[config.mk]
export PLATFORM = sky130hd
export DESIGN_NAME = pinned_entry_cache_policy
export DESIGN_NICKNAME = d
export VERILOG_FILES = /design/src/rtl/core/pecp_pkg.sv /design/src/rtl/core/pecp_order_cell.sv /design/src/rtl/core/pinned_entry_cache_policy.sv
export SDC_FILE = /design/constraint.sdc
export NUM_CORES = 2
export LEC_CHECK = 0
export CORE_ASPECT_RATIO = 0.8
export CORE_UTILIZATION = 25
export DETAILED_ROUTE_END_ITERATION = 16
export DONT_BUFFER_PORTS = 1
export SLEW_MARGIN = 15
export SYNTH_ARGS = -nofsm -noshare
export SYNTH_HDL_FRONTEND = slang
export SYNTH_HIERARCHICAL = 1
export SYNTH_SLANG_ARGS = --single-unit
[constraint.sdc]
create_clock -name clk_i -period 9.65 [get_ports clk_i]
set_input_delay 1.4475 -clock clk_i [delete_from_list [all_inputs] [get_ports clk_i]]
set_output_delay 1.4475 -clock clk_i [all_outputs]
set_load 0.005 [all_outputs]
[src/rtl/core/pecp_pkg.sv]
// shared types and codes of the pinned entry cache policy
package pecp_pkg;

  localparam int MAX_ENTRIES_DEF = 16;
  localparam int KEY_BITS_DEF    = 32;
  localparam int PIN_BITS_DEF    = 16;
  localparam int CAP_BITS        = 5;
  localparam int STATUS_BITS     = 4;
  localparam int MODE_BITS       = 2;

  localparam logic [CAP_BITS-1:0] CAP_RESET = 5'd16;

  typedef enum logic [MODE_BITS-1:0] {
    MODE_PIN    = 2'd0,
    MODE_UNPIN  = 2'd1,
    MODE_READ   = 2'd2,
    MODE_WRITE  = 2'd3
  } pecp_mode_e;

  typedef enum logic [STATUS_BITS-1:0] {
    ST_NEW          = 4'd0,
    ST_REPIN_PINNED = 4'd1,
    ST_REPIN_FREE   = 4'd2,
    ST_REPLACED     = 4'd3,
    ST_FULL         = 4'd4,
    ST_SKIPPED      = 4'd5,
    ST_DECREMENTED  = 4'd6,
    ST_RELEASED     = 4'd7,
    ST_UNPIN_MISS   = 4'd8,
    ST_ACCESS_OK    = 4'd9,
    ST_ACCESS_MISS  = 4'd10
  } pecp_status_e;

  // per-cell shift control of the order list
  typedef struct packed {
    logic load;
    logic take_right;
    logic take_left;
  } pecp_cell_ctl_t;

endpackage

[src/rtl/core/pecp_order_cell.sv]
// one cell of the order list: holds a slot number, loads a new one or shifts from either neighbor
module pecp_order_cell
  import pecp_pkg::*;
#(
  parameter int SLOT_BITS = 4
) (
  input  logic                 clk_i,
  input  pecp_cell_ctl_t       ctl_i,
  input  logic [SLOT_BITS-1:0] load_i,
  input  logic [SLOT_BITS-1:0] left_i,
  input  logic [SLOT_BITS-1:0] right_i,
  output logic [SLOT_BITS-1:0] slot_o
);

  logic [SLOT_BITS-1:0] slot_q;

  always_ff @(posedge clk_i) begin
    priority if (ctl_i.load) begin
      slot_q <= load_i;
    end else if (ctl_i.take_right) begin
      slot_q <= right_i;
    end else if (ctl_i.take_left) begin
      slot_q <= left_i;
    end else begin
      slot_q <= slot_q;
    end
  end

  assign slot_o = slot_q;

endmodule

[src/rtl/core/pinned_entry_cache_policy.sv]
// top level of the pinned entry cache policy: slot table, order list, control
//
// usage
// - input channel: in_valid_i with mode/key/batch_last; a beat is taken when
//   in_valid_i is high and in_stall_o is low
// - output channel: one result beat per input beat, out_valid_o with the
//   result fields; the receiver holds it with out_stall_i
// - config channel: cfg_valid_i/cfg_ready_o writes the capacity register;
//   ready is always high, write only while the block is idle
// - result path: key compare over all slots, then update of tables, order
//   list and output register; one item at a time, the next input beat is
//   taken only after the update of the last one is done
// - the order list is a row of cells; a move to front or rear is one
//   parallel shift of the cells between the moved slot and that end
// - reset clears pin counts, dirty marks, entry count, skip flag, output valid
//   and sets capacity to 16; key storage and order cells hold garbage until
//   written, only slots in use are ever read
// - when the receiver stalls, a finished item waits in the update stage
//   until the output register frees up; the next input is held off meanwhile
module pinned_entry_cache_policy
  import pecp_pkg::*;
#(
  parameter int MAX_ENTRIES = MAX_ENTRIES_DEF,
  parameter int KEY_BITS    = KEY_BITS_DEF,
  parameter int PIN_BITS    = PIN_BITS_DEF,
  localparam int SLOT_BITS  = (MAX_ENTRIES > 1) ? $clog2(MAX_ENTRIES) : 1
) (
  input  logic                   clk_i,
  input  logic                   rst_ni,
  // config
  input  logic                   cfg_valid_i,
  output logic                   cfg_ready_o,
  input  logic [CAP_BITS-1:0]    cfg_data_i,
  // input items
  input  logic                   in_valid_i,
  output logic                   in_stall_o,
  input  logic [MODE_BITS-1:0]   mode_i,
  input  logic [KEY_BITS-1:0]    key_i,
  input  logic                   batch_last_i,
  // results
  output logic                   out_valid_o,
  input  logic                   out_stall_i,
  output logic [STATUS_BITS-1:0] status_o,
  output logic [SLOT_BITS-1:0]   slot_o,
  output logic [PIN_BITS-1:0]    pin_count_o,
  output logic                   evicted_valid_o,
  output logic [KEY_BITS-1:0]    evicted_key_o,
  output logic                   writeback_o
);

  localparam int CNT_BITS = $clog2(MAX_ENTRIES + 1);
  localparam int CW       = (CNT_BITS > CAP_BITS) ? CNT_BITS : CAP_BITS;

  localparam logic [1:0] S_IDLE = 2'd0;
  localparam logic [1:0] S_FIND = 2'd1;
  localparam logic [1:0] S_EXEC = 2'd2;

  localparam logic [1:0] MV_NONE   = 2'd0;
  localparam logic [1:0] MV_REAR   = 2'd1;
  localparam logic [1:0] MV_FRONT  = 2'd2;
  localparam logic [1:0] MV_APPEND = 2'd3;

  // control state
  logic [1:0]          state_q, state_d;
  logic [CAP_BITS-1:0] capacity_q;
  logic [CNT_BITS-1:0] used_q, used_d;
  logic                skip_q, skip_d;

  // captured item
  logic [MODE_BITS-1:0] mode_q;
  logic [KEY_BITS-1:0]  key_q;
  logic                 last_q;
  logic                 hit_q;
  logic [SLOT_BITS-1:0] hit_slot_q;

  // slot table
  logic [KEY_BITS-1:0] key_store_q [MAX_ENTRIES];
  logic [PIN_BITS-1:0] pin_store_q [MAX_ENTRIES];
  logic                dirty_q     [MAX_ENTRIES];

  // order list cells
  logic [SLOT_BITS-1:0] order_slot [MAX_ENTRIES];
  pecp_cell_ctl_t       cell_ctl   [MAX_ENTRIES];

  // output register
  logic                   out_valid_q;
  logic [STATUS_BITS-1:0] status_q;
  logic [SLOT_BITS-1:0]   slot_q;
  logic [PIN_BITS-1:0]    pin_count_q;
  logic                   ev_valid_q;
  logic [KEY_BITS-1:0]    ev_key_q;
  logic                   wb_q;

  logic in_fire, exec_go;

  assign cfg_ready_o = 1'b1;
  assign in_stall_o  = (state_q != S_IDLE);
  assign in_fire     = in_valid_i && !in_stall_o;
  assign exec_go     = (state_q == S_EXEC) && (!out_valid_q || !out_stall_i);

  always_comb begin
    state_d = state_q;
    unique case (state_q)
      S_IDLE:  if (in_fire) state_d = S_FIND;
      S_FIND:  state_d = S_EXEC;
      S_EXEC:  if (exec_go) state_d = S_IDLE;
      default: state_d = S_IDLE;
    endcase
  end

  always_ff @(posedge clk_i or negedge rst_ni) begin
    if (!rst_ni) begin
      state_q    <= S_IDLE;
      capacity_q <= CAP_RESET;
    end else begin
      state_q <= state_d;
      if (cfg_valid_i && cfg_ready_o) begin
        capacity_q <= cfg_data_i;
      end
    end
  end

  always_ff @(posedge clk_i) begin
    if (in_fire) begin
      mode_q <= mode_i;
      key_q  <= key_i;
      last_q <= batch_last_i;
    end
  end

  // key compare against every slot in use; keys in use are unique
  logic                 match_any;
  logic [SLOT_BITS-1:0] match_slot;

  always_comb begin
    match_any  = 1'b0;
    match_slot = '0;
    for (int j = 0; j < MAX_ENTRIES; j++) begin
      if (CNT_BITS'(j) < used_q && key_store_q[j] == key_q) begin
        match_any  = 1'b1;
        match_slot = match_slot | SLOT_BITS'(j);
      end
    end
  end

  always_ff @(posedge clk_i) begin
    if (state_q == S_FIND) begin
      hit_q      <= match_any;
      hit_slot_q <= match_slot;
    end
  end

  // effective capacity: zero acts as one, clipped to the table size
  logic [CW-1:0] cap_ext, cap_eff;
  logic          table_full;

  always_comb begin
    cap_ext = CW'(capacity_q);
    cap_eff = cap_ext;
    if (cap_ext == '0) cap_eff = CW'(1);
    if (cap_ext > CW'(MAX_ENTRIES)) cap_eff = CW'(MAX_ENTRIES);
  end

  assign table_full = (CW'(used_q) >= cap_eff);

  logic [PIN_BITS-1:0] hit_pin;
  logic                hit_dirty;
  logic [SLOT_BITS-1:0] front_slot;
  logic [PIN_BITS-1:0]  front_pin;

  assign hit_pin    = pin_store_q[hit_slot_q];
  assign hit_dirty  = dirty_q[hit_slot_q];
  assign front_slot = order_slot[0];
  assign front_pin  = pin_store_q[front_slot];

  // update decision
  logic                   pin_we, dirty_we, dirty_val, key_we;
  logic [SLOT_BITS-1:0]   wr_slot;
  logic [PIN_BITS-1:0]    pin_val;
  logic [1:0]             move;
  pecp_status_e           res_status;
  logic [SLOT_BITS-1:0]   res_slot;
  logic [PIN_BITS-1:0]    res_pin;
  logic                   res_ev;
  logic [KEY_BITS-1:0]    res_ev_key;
  logic                   res_wb;

  always_comb begin
    skip_d     = skip_q;
    used_d     = used_q;
    pin_we     = 1'b0;
    dirty_we   = 1'b0;
    dirty_val  = 1'b0;
    key_we     = 1'b0;
    wr_slot    = hit_slot_q;
    pin_val    = '0;
    move       = MV_NONE;
    res_status = ST_NEW;
    res_slot   = '0;
    res_pin    = '0;
    res_ev     = 1'b0;
    res_ev_key = '0;
    res_wb     = 1'b0;
    if (mode_q == MODE_PIN) begin
      priority if (skip_q) begin
        res_status = ST_SKIPPED;
        if (last_q) skip_d = 1'b0;
      end else if (hit_q) begin
        res_status = (hit_pin != '0) ? ST_REPIN_PINNED : ST_REPIN_FREE;
        pin_we     = 1'b1;
        pin_val    = (hit_pin == '1) ? hit_pin : hit_pin + PIN_BITS'(1);
        move       = MV_REAR;
        res_slot   = hit_slot_q;
        res_pin    = pin_val;
      end else if (table_full) begin
        if (front_pin != '0) begin
          res_status = ST_FULL;
          if (!last_q) skip_d = 1'b1;
        end else begin
          // replace the unpinned entry at the front
          res_status = ST_REPLACED;
          res_ev     = 1'b1;
          res_ev_key = key_store_q[front_slot];
          wr_slot    = front_slot;
          key_we     = 1'b1;
          pin_we     = 1'b1;
          pin_val    = PIN_BITS'(1);
          dirty_we   = 1'b1;
          move       = MV_REAR;
          res_slot   = front_slot;
          res_pin    = PIN_BITS'(1);
        end
      end else begin
        // fresh slot, taken in order
        res_status = ST_NEW;
        wr_slot    = used_q[SLOT_BITS-1:0];
        key_we     = 1'b1;
        pin_we     = 1'b1;
        pin_val    = PIN_BITS'(1);
        dirty_we   = 1'b1;
        move       = MV_APPEND;
        used_d     = used_q + CNT_BITS'(1);
        res_slot   = wr_slot;
        res_pin    = PIN_BITS'(1);
      end
    end else begin
      skip_d = 1'b0;
      if (mode_q == MODE_UNPIN) begin
        if (hit_q && hit_pin != '0) begin
          pin_we   = 1'b1;
          pin_val  = hit_pin - PIN_BITS'(1);
          res_slot = hit_slot_q;
          res_pin  = pin_val;
          if (pin_val == '0) begin
            move       = MV_FRONT;
            res_wb     = hit_dirty;
            dirty_we   = 1'b1;
            res_status = ST_RELEASED;
          end else begin
            res_status = ST_DECREMENTED;
          end
        end else begin
          res_status = ST_UNPIN_MISS;
        end
      end else begin
        if (hit_q && hit_pin != '0) begin
          dirty_we   = 1'b1;
          dirty_val  = (mode_q == MODE_WRITE);
          res_status = ST_ACCESS_OK;
          res_slot   = hit_slot_q;
          res_pin    = hit_pin;
        end else begin
          res_status = ST_ACCESS_MISS;
        end
      end
    end
  end

  // position of the moved slot in the order list
  logic [CNT_BITS-1:0] pos;
  logic                pos_found;

  always_comb begin
    pos       = '0;
    pos_found = 1'b0;
    for (int i = 0; i < MAX_ENTRIES; i++) begin
      if (!pos_found && CNT_BITS'(i) < used_q && order_slot[i] == wr_slot) begin
        pos       = CNT_BITS'(i);
        pos_found = 1'b1;
      end
    end
  end

  // shift control for each cell
  logic [CNT_BITS-1:0] used_last;
  assign used_last = used_q - CNT_BITS'(1);

  always_comb begin
    for (int i = 0; i < MAX_ENTRIES; i++) begin
      cell_ctl[i] = '0;
      if (exec_go) begin
        unique case (move)
          MV_REAR: begin
            if (CNT_BITS'(i) == used_last) begin
              cell_ctl[i].load = 1'b1;
            end else if (CNT_BITS'(i) >= pos && CNT_BITS'(i) < used_last) begin
              cell_ctl[i].take_right = 1'b1;
            end
          end
          MV_FRONT: begin
            if (i == 0) begin
              cell_ctl[i].load = 1'b1;
            end else if (CNT_BITS'(i) <= pos) begin
              cell_ctl[i].take_left = 1'b1;
            end
          end
          MV_APPEND: begin
            if (CNT_BITS'(i) == used_q) cell_ctl[i].load = 1'b1;
          end
          default: cell_ctl[i] = '0;
        endcase
      end
    end
  end

  for (genvar g = 0; g < MAX_ENTRIES; g++) begin : g_cells
    logic [SLOT_BITS-1:0] left_v, right_v;
    if (g == 0) begin : g_first
      assign left_v = '0;
    end else begin : g_mid_l
      assign left_v = order_slot[g-1];
    end
    if (g == MAX_ENTRIES - 1) begin : g_last
      assign right_v = '0;
    end else begin : g_mid_r
      assign right_v = order_slot[g+1];
    end
    pecp_order_cell #(
      .SLOT_BITS(SLOT_BITS)
    ) u_cell (
      .clk_i  (clk_i),
      .ctl_i  (cell_ctl[g]),
      .load_i (wr_slot),
      .left_i (left_v),
      .right_i(right_v),
      .slot_o (order_slot[g])
    );
  end

  // slot table updates
  always_ff @(posedge clk_i) begin
    if (exec_go && key_we) begin
      key_store_q[wr_slot] <= key_q;
    end
  end

  always_ff @(posedge clk_i or negedge rst_ni) begin
    if (!rst_ni) begin
      for (int j = 0; j < MAX_ENTRIES; j++) begin
        pin_store_q[j] <= '0;
        dirty_q[j]     <= 1'b0;
      end
      used_q <= '0;
      skip_q <= 1'b0;
    end else if (exec_go) begin
      if (pin_we)   pin_store_q[wr_slot] <= pin_val;
      if (dirty_we) dirty_q[wr_slot]     <= dirty_val;
      used_q <= used_d;
      skip_q <= skip_d;
    end
  end

  // output register
  always_ff @(posedge clk_i or negedge rst_ni) begin
    if (!rst_ni) begin
      out_valid_q <= 1'b0;
    end else if (exec_go) begin
      out_valid_q <= 1'b1;
    end else if (!out_stall_i) begin
      out_valid_q <= 1'b0;
    end
  end

  always_ff @(posedge clk_i) begin
    if (exec_go) begin
      status_q    <= res_status;
      slot_q      <= res_slot;
      pin_count_q <= res_pin;
      ev_valid_q  <= res_ev;
      ev_key_q    <= res_ev_key;
      wb_q        <= res_wb;
    end
  end

  assign out_valid_o     = out_valid_q;
  assign status_o        = status_q;
  assign slot_o          = slot_q;
  assign pin_count_o     = pin_count_q;
  assign evicted_valid_o = ev_valid_q;
  assign evicted_key_o   = ev_key_q;
  assign writeback_o     = wb_q;

  // checks
  a_used_bound: assert property (@(posedge clk_i) disable iff (!rst_ni)
    CNT_BITS'(MAX_ENTRIES) >= used_q)
    else $error("entry count above table size");

  a_find_then_exec: assert property (@(posedge clk_i) disable iff (!rst_ni)
    state_q == S_FIND |=> state_q == S_EXEC)
    else $error("compare stage not followed by update");

  a_used_step: assert property (@(posedge clk_i) disable iff (!rst_ni)
    1'b1 |=> (used_q == $past(used_q) || used_q == $past(used_q) + CNT_BITS'(1)))
    else $error("entry count jumped");

  a_evict_flag: assert property (@(posedge clk_i) disable iff (!rst_ni)
    out_valid_o && status_o == ST_REPLACED |-> evicted_valid_o)
    else $error("replacement without eviction flag");

endmodule
==> metrics.yaml <==
postCtsResizedCells: 0
hold_violations: 0
cts_tree: "yes"
timing.max_cap.violations: 0
via_to_cell_ratio: 5.21
synth_edf_count: 674
unrepaired_setup_endpoints_after_global_routing: "false"
cts_htree_levels: 3
holdBufCountCts: 0
clock_insertion_delay_worst_skew_ns: 0.78
detailedRoute.firstPassIterationCount: 5
routabilityCongestion: 0.934
reg2reg_slack_ns: 1.64
io_buffer_count: 0
power.share.clock_pct: 34.3
p_seq_share_pct: 42.5
power.switching_w: 0.00389
critPathArrivalTime_ns: 8.46
min_period_over_period_pct: 83.0
dr_total_vias: 32600
power.density_cell_area_nw_per_um2: 212
remaining_drc_errors: 0
max-slew-margin-rel_pct: 20.3
crit_start: "used_q[0]$_DFFE_PN0P_"
hold_path.class: "primary input to asynchronous set/reset pin"
worst-path-max-fanout: 22
initialDrtViolationCount: 4912
cts_root_buffer: "sky130_fd_sc_hd__clkbuf_16"
globalRouteOverflowTotal: 0
clk_transition_reported_paths_ns: 0.06
finish.utilization_pct: 28.6
power_w: 0.0119
rows: 145
die_width_um: 499
crit-reg2reg-launch: "used_q[0]$_DFFE_PN0P_"
status: "finished, final reports clean"
finalWirelength_um: 165000
yosys.area.top_type: "sky130_fd_sc_hd__edfxtp_1"
yosys.cell_count.top_type: "sky130_fd_sc_hd__edfxtp_1"
antenna_found_initial: 20
crit_path_capture: "g_cells[1].u_cell/slot_o[3]$_DFFE_PP_"
synth.distinct_cells: 99
cts_made_buffers: 105
yosys.area.top_type_share_pct: 40.9
finish.instance_area_sq_um: 56000
internal_power_consumption_w: 0.00796
dp.final_hpwl_um: 118000
cts_num_sinks: 960
first_global_vias: 31500
r2r_cells: 18
synth_common_cells: "674 x sky130_fd_sc_hd__edfxtp_1, 292 x sky130_fd_sc_hd__xnor2_1, 285 x sky130_fd_sc_hd__dfrtp_1"
postSynth.topFlopCell: "sky130_fd_sc_hd__edfxtp_1"
core_sq_um: 196000
startpoint_type: "flop"
die-height_um: 400
timing_max_transition_violations_final: 0
power.share.switching_pct: 32.8
synth.top_cells.by_area: "sky130_fd_sc_hd__edfxtp_1 41%, sky130_fd_sc_hd__dfrtp_1 14%, sky130_fd_sc_hd__mux4_2 11%"
place_worst_setup_slack_ns: 1.79
initial_core_utilization_pct: 25.3
ys_warn_count: 6
clock_skew_ns: 0.0717
worstPathRequired_ns: 10.11
setup_total_negative_slack_ns: 0
groute.usage.overall_pct: 16.3
pin_count: 106
setup_viol_count_final: 0
wire_length_per_cell_um: 26.4
max_slew.worst_pin.slew_ns: 1.17
fraction_of_registers_with_async_set_or_reset_after_synthesis_pct: 29.8
achievable-frequency_ghz: 0.125
critPathCaptureType: "flop"
ys_ff_latch: 960
grt_max_degree: 287
antenna_left: 0
grt_first_pass_wirelength_um: 237000
design.die.area_sq_um: 200000
finalCriticalPeriod_ns: 8.01
criticalPathCategory: "flop to flop"
netlist_area_sq_um: 49500
combinational_cell_fraction_of_total_power_pct: 23.3
post_cts_buffers: 0
post_synth_inst_count: 3650
avgSynthCellArea_sq_um: 13.6
drive_above_1_share_pct: 20.5
fillers: 19800
clock_tree.buffer_depth: 3
synth-seq-area-share_pct: 55.4
total_leakage_power_nw: 19.3
rr_endpoint: "g_cells[1].u_cell/slot_o[3]$_DFFE_PP_"
vdd_drop_max_mv: 0.151
setup_ws_ns: 1.64
placedInstanceArea_sq_um: 52400
area_growth_syn_to_layout_pct: 13.1
nets: 3658
==> stage by stage <==
step	std cells	hold WS (ns)
6_report	6255	0.422
5_1_grt	6253	0.374
4_1_cts	6249	0.359
3_5_place_dp	6059	0.489
3_3_place_gp	6059	0.482
2_1_floorplan	3658	0.474
==> layout make-up <==
type	count	area [sq um]	area share, %
diodes	4	10.0	0.0179
well taps	2572	3220	5.75
multi-input cells	2396	20900	37.4
inverters	36	139	0.248
repair buffers	97	798	1.43
flip-flops and latches	960	27400	49.0
clock buffers	137	2870	5.13
clock inverters	53	582	1.04
==> state kept, by name, indices dropped and copies added (netlist names) <==
register and cells:
cap_ext 5, evicted_key_o 32, state_q 2, key_q 32
key_store_q 512, pin_count_o 16, evicted_valid_o 1, pin_store_q 256
out_valid_o 1, slot_o 4, last_q 1, hit_q 1
writeback_o 1, g_cells.u_cell/slot_o 64, dirty_q 16, mode_q 2
hit_slot_q 4, skip_q 1, used_q 5, status_o 4
==> power groups by stage <==
stage / sequential, W / clock (W) / combinational (W)
after floorplan: 0.00501 / 0 / 0.00179
after global placement: 0.00511 / 0 / 0.00269
after detailed placement: 0.00511 / 0 / 0.00271
after CTS: 0.00503 / 0.00414 / 0.00272
after global routing: 0.00506 / 0.00430 / 0.00293
final: 0.00503 / 0.00406 / 0.00276
==> logic make-up (layout without fill, tap and decap cells) <==
kind of cell               Yosys count  after routing  share of synthesized area, %
buffers and inverters              302            323                          2.69
muxes                              493            493                          16.6
xor gates and xnor gates           568            568                          10.1
and+or+nand+nor                    876            876                          9.23
other                                2             14                        0.0152
AOI/OAI and AO/OA                  432            432                          5.61
adders and majority gates           17             17                         0.430
DFF                                960            960                          55.4
==> worst min path at each step <==
| stage | startpoint | to | slack, ns | cells after the start |
|---|---|---|---|---|
| after CTS | rst_ni | pin_store_q[216]$_DFFE_PN0P_ | 0.36 | 0 |
| after detailed placement | dirty_q[11]$_DFFE_PN0P_ | dirty_q[11]$_DFFE_PN0P_ | 0.49 | 1 |
| after global placement | dirty_q[13]$_DFFE_PN0P_ | dirty_q[13]$_DFFE_PN0P_ | 0.48 | 1 |
| after global routing | rst_ni | pin_store_q[70]$_DFFE_PN0P_ | 0.37 | 0 |
| final | rst_ni | state_q[1]$_DFFE_PN0P_ | 0.42 | 0 |
| after floorplan | dirty_q[13]$_DFFE_PN0P_ | dirty_q[13]$_DFFE_PN0P_ | 0.47 | 1 |
==> critical path, stage by stage, from the launching register on <==
cell	delay (ns)
sky130_fd_sc_hd__dfrtp_1	0.83
sky130_fd_sc_hd__inv_2	0.30
sky130_fd_sc_hd__ha_1	0.36
sky130_fd_sc_hd__nand2b_1	0.14
sky130_fd_sc_hd__a21o_1	0.17
sky130_fd_sc_hd__a21oi_1	0.37
sky130_fd_sc_hd__o211ai_1	0.44
sky130_fd_sc_hd__o22ai_1	0.45
sky130_fd_sc_hd__a211o_1	0.94
sky130_fd_sc_hd__clkinv_2	0.75
sky130_fd_sc_hd__o221ai_2	0.46
sky130_fd_sc_hd__nor3_1	0.11
sky130_fd_sc_hd__o32ai_2	0.40
sky130_fd_sc_hd__nand2b_1	0.15
sky130_fd_sc_hd__o31ai_2	0.48
sky130_fd_sc_hd__nand2_1	0.20
sky130_fd_sc_hd__a211oi_1	0.78
sky130_fd_sc_hd__mux2i_1	0.28
sky130_fd_sc_hd__o21ai_0	0.11
==> placed cells by master, fill, tap and decap left out, types with 11 or more instances in the layout <==
cell / instances
sky130_fd_sc_hd__xnor2_1: 292
sky130_fd_sc_hd__inv_1: 29
sky130_fd_sc_hd__nor3_1: 32
sky130_fd_sc_hd__a21oi_1: 151
sky130_fd_sc_hd__clkbuf_1: 21
sky130_fd_sc_hd__mux2i_1: 68
sky130_fd_sc_hd__nand4_1: 87
sky130_fd_sc_hd__o211ai_1: 29
sky130_fd_sc_hd__dfrtp_1: 285
sky130_fd_sc_hd__nor4_1: 142
sky130_fd_sc_hd__nor2_1: 224
sky130_fd_sc_hd__mux2_2: 180
sky130_fd_sc_hd__nand2_1: 178
sky130_fd_sc_hd__a22oi_1: 11
sky130_fd_sc_hd__edfxtp_1: 674
sky130_fd_sc_hd__or4_1: 11
sky130_fd_sc_hd__o21a_1: 12
sky130_fd_sc_hd__clkinv_2: 11
sky130_fd_sc_hd__nand3_1: 48
sky130_fd_sc_hd__and2_1: 12
sky130_fd_sc_hd__buf_4: 92
sky130_fd_sc_hd__nor2_4: 16
sky130_fd_sc_hd__o21ai_0: 64
sky130_fd_sc_hd__a31oi_1: 12
sky130_fd_sc_hd__and3_1: 40
sky130_fd_sc_hd__ha_1: 17
sky130_fd_sc_hd__o21ai_1: 36
sky130_fd_sc_hd__clkinv_1: 19
sky130_fd_sc_hd__a21o_1: 14
sky130_fd_sc_hd__mux4_2: 245
sky130_fd_sc_hd__xor2_1: 276
sky130_fd_sc_hd__clkbuf_16: 106
sky130_fd_sc_hd__or3_4: 16
==> routing by layer <==
metal,part of all wire [%],up-vias,GRT usage (%),wire length (um)
li1,-,13700,-,-
met1,44,17000,23.9,72500
met2,43,1650,23.8,71100
met3,10,237,3.59,16800
met4,2.8,4,4.44,4660
met5,0.016,-,0,27
(Power assumes the default switching activity.)
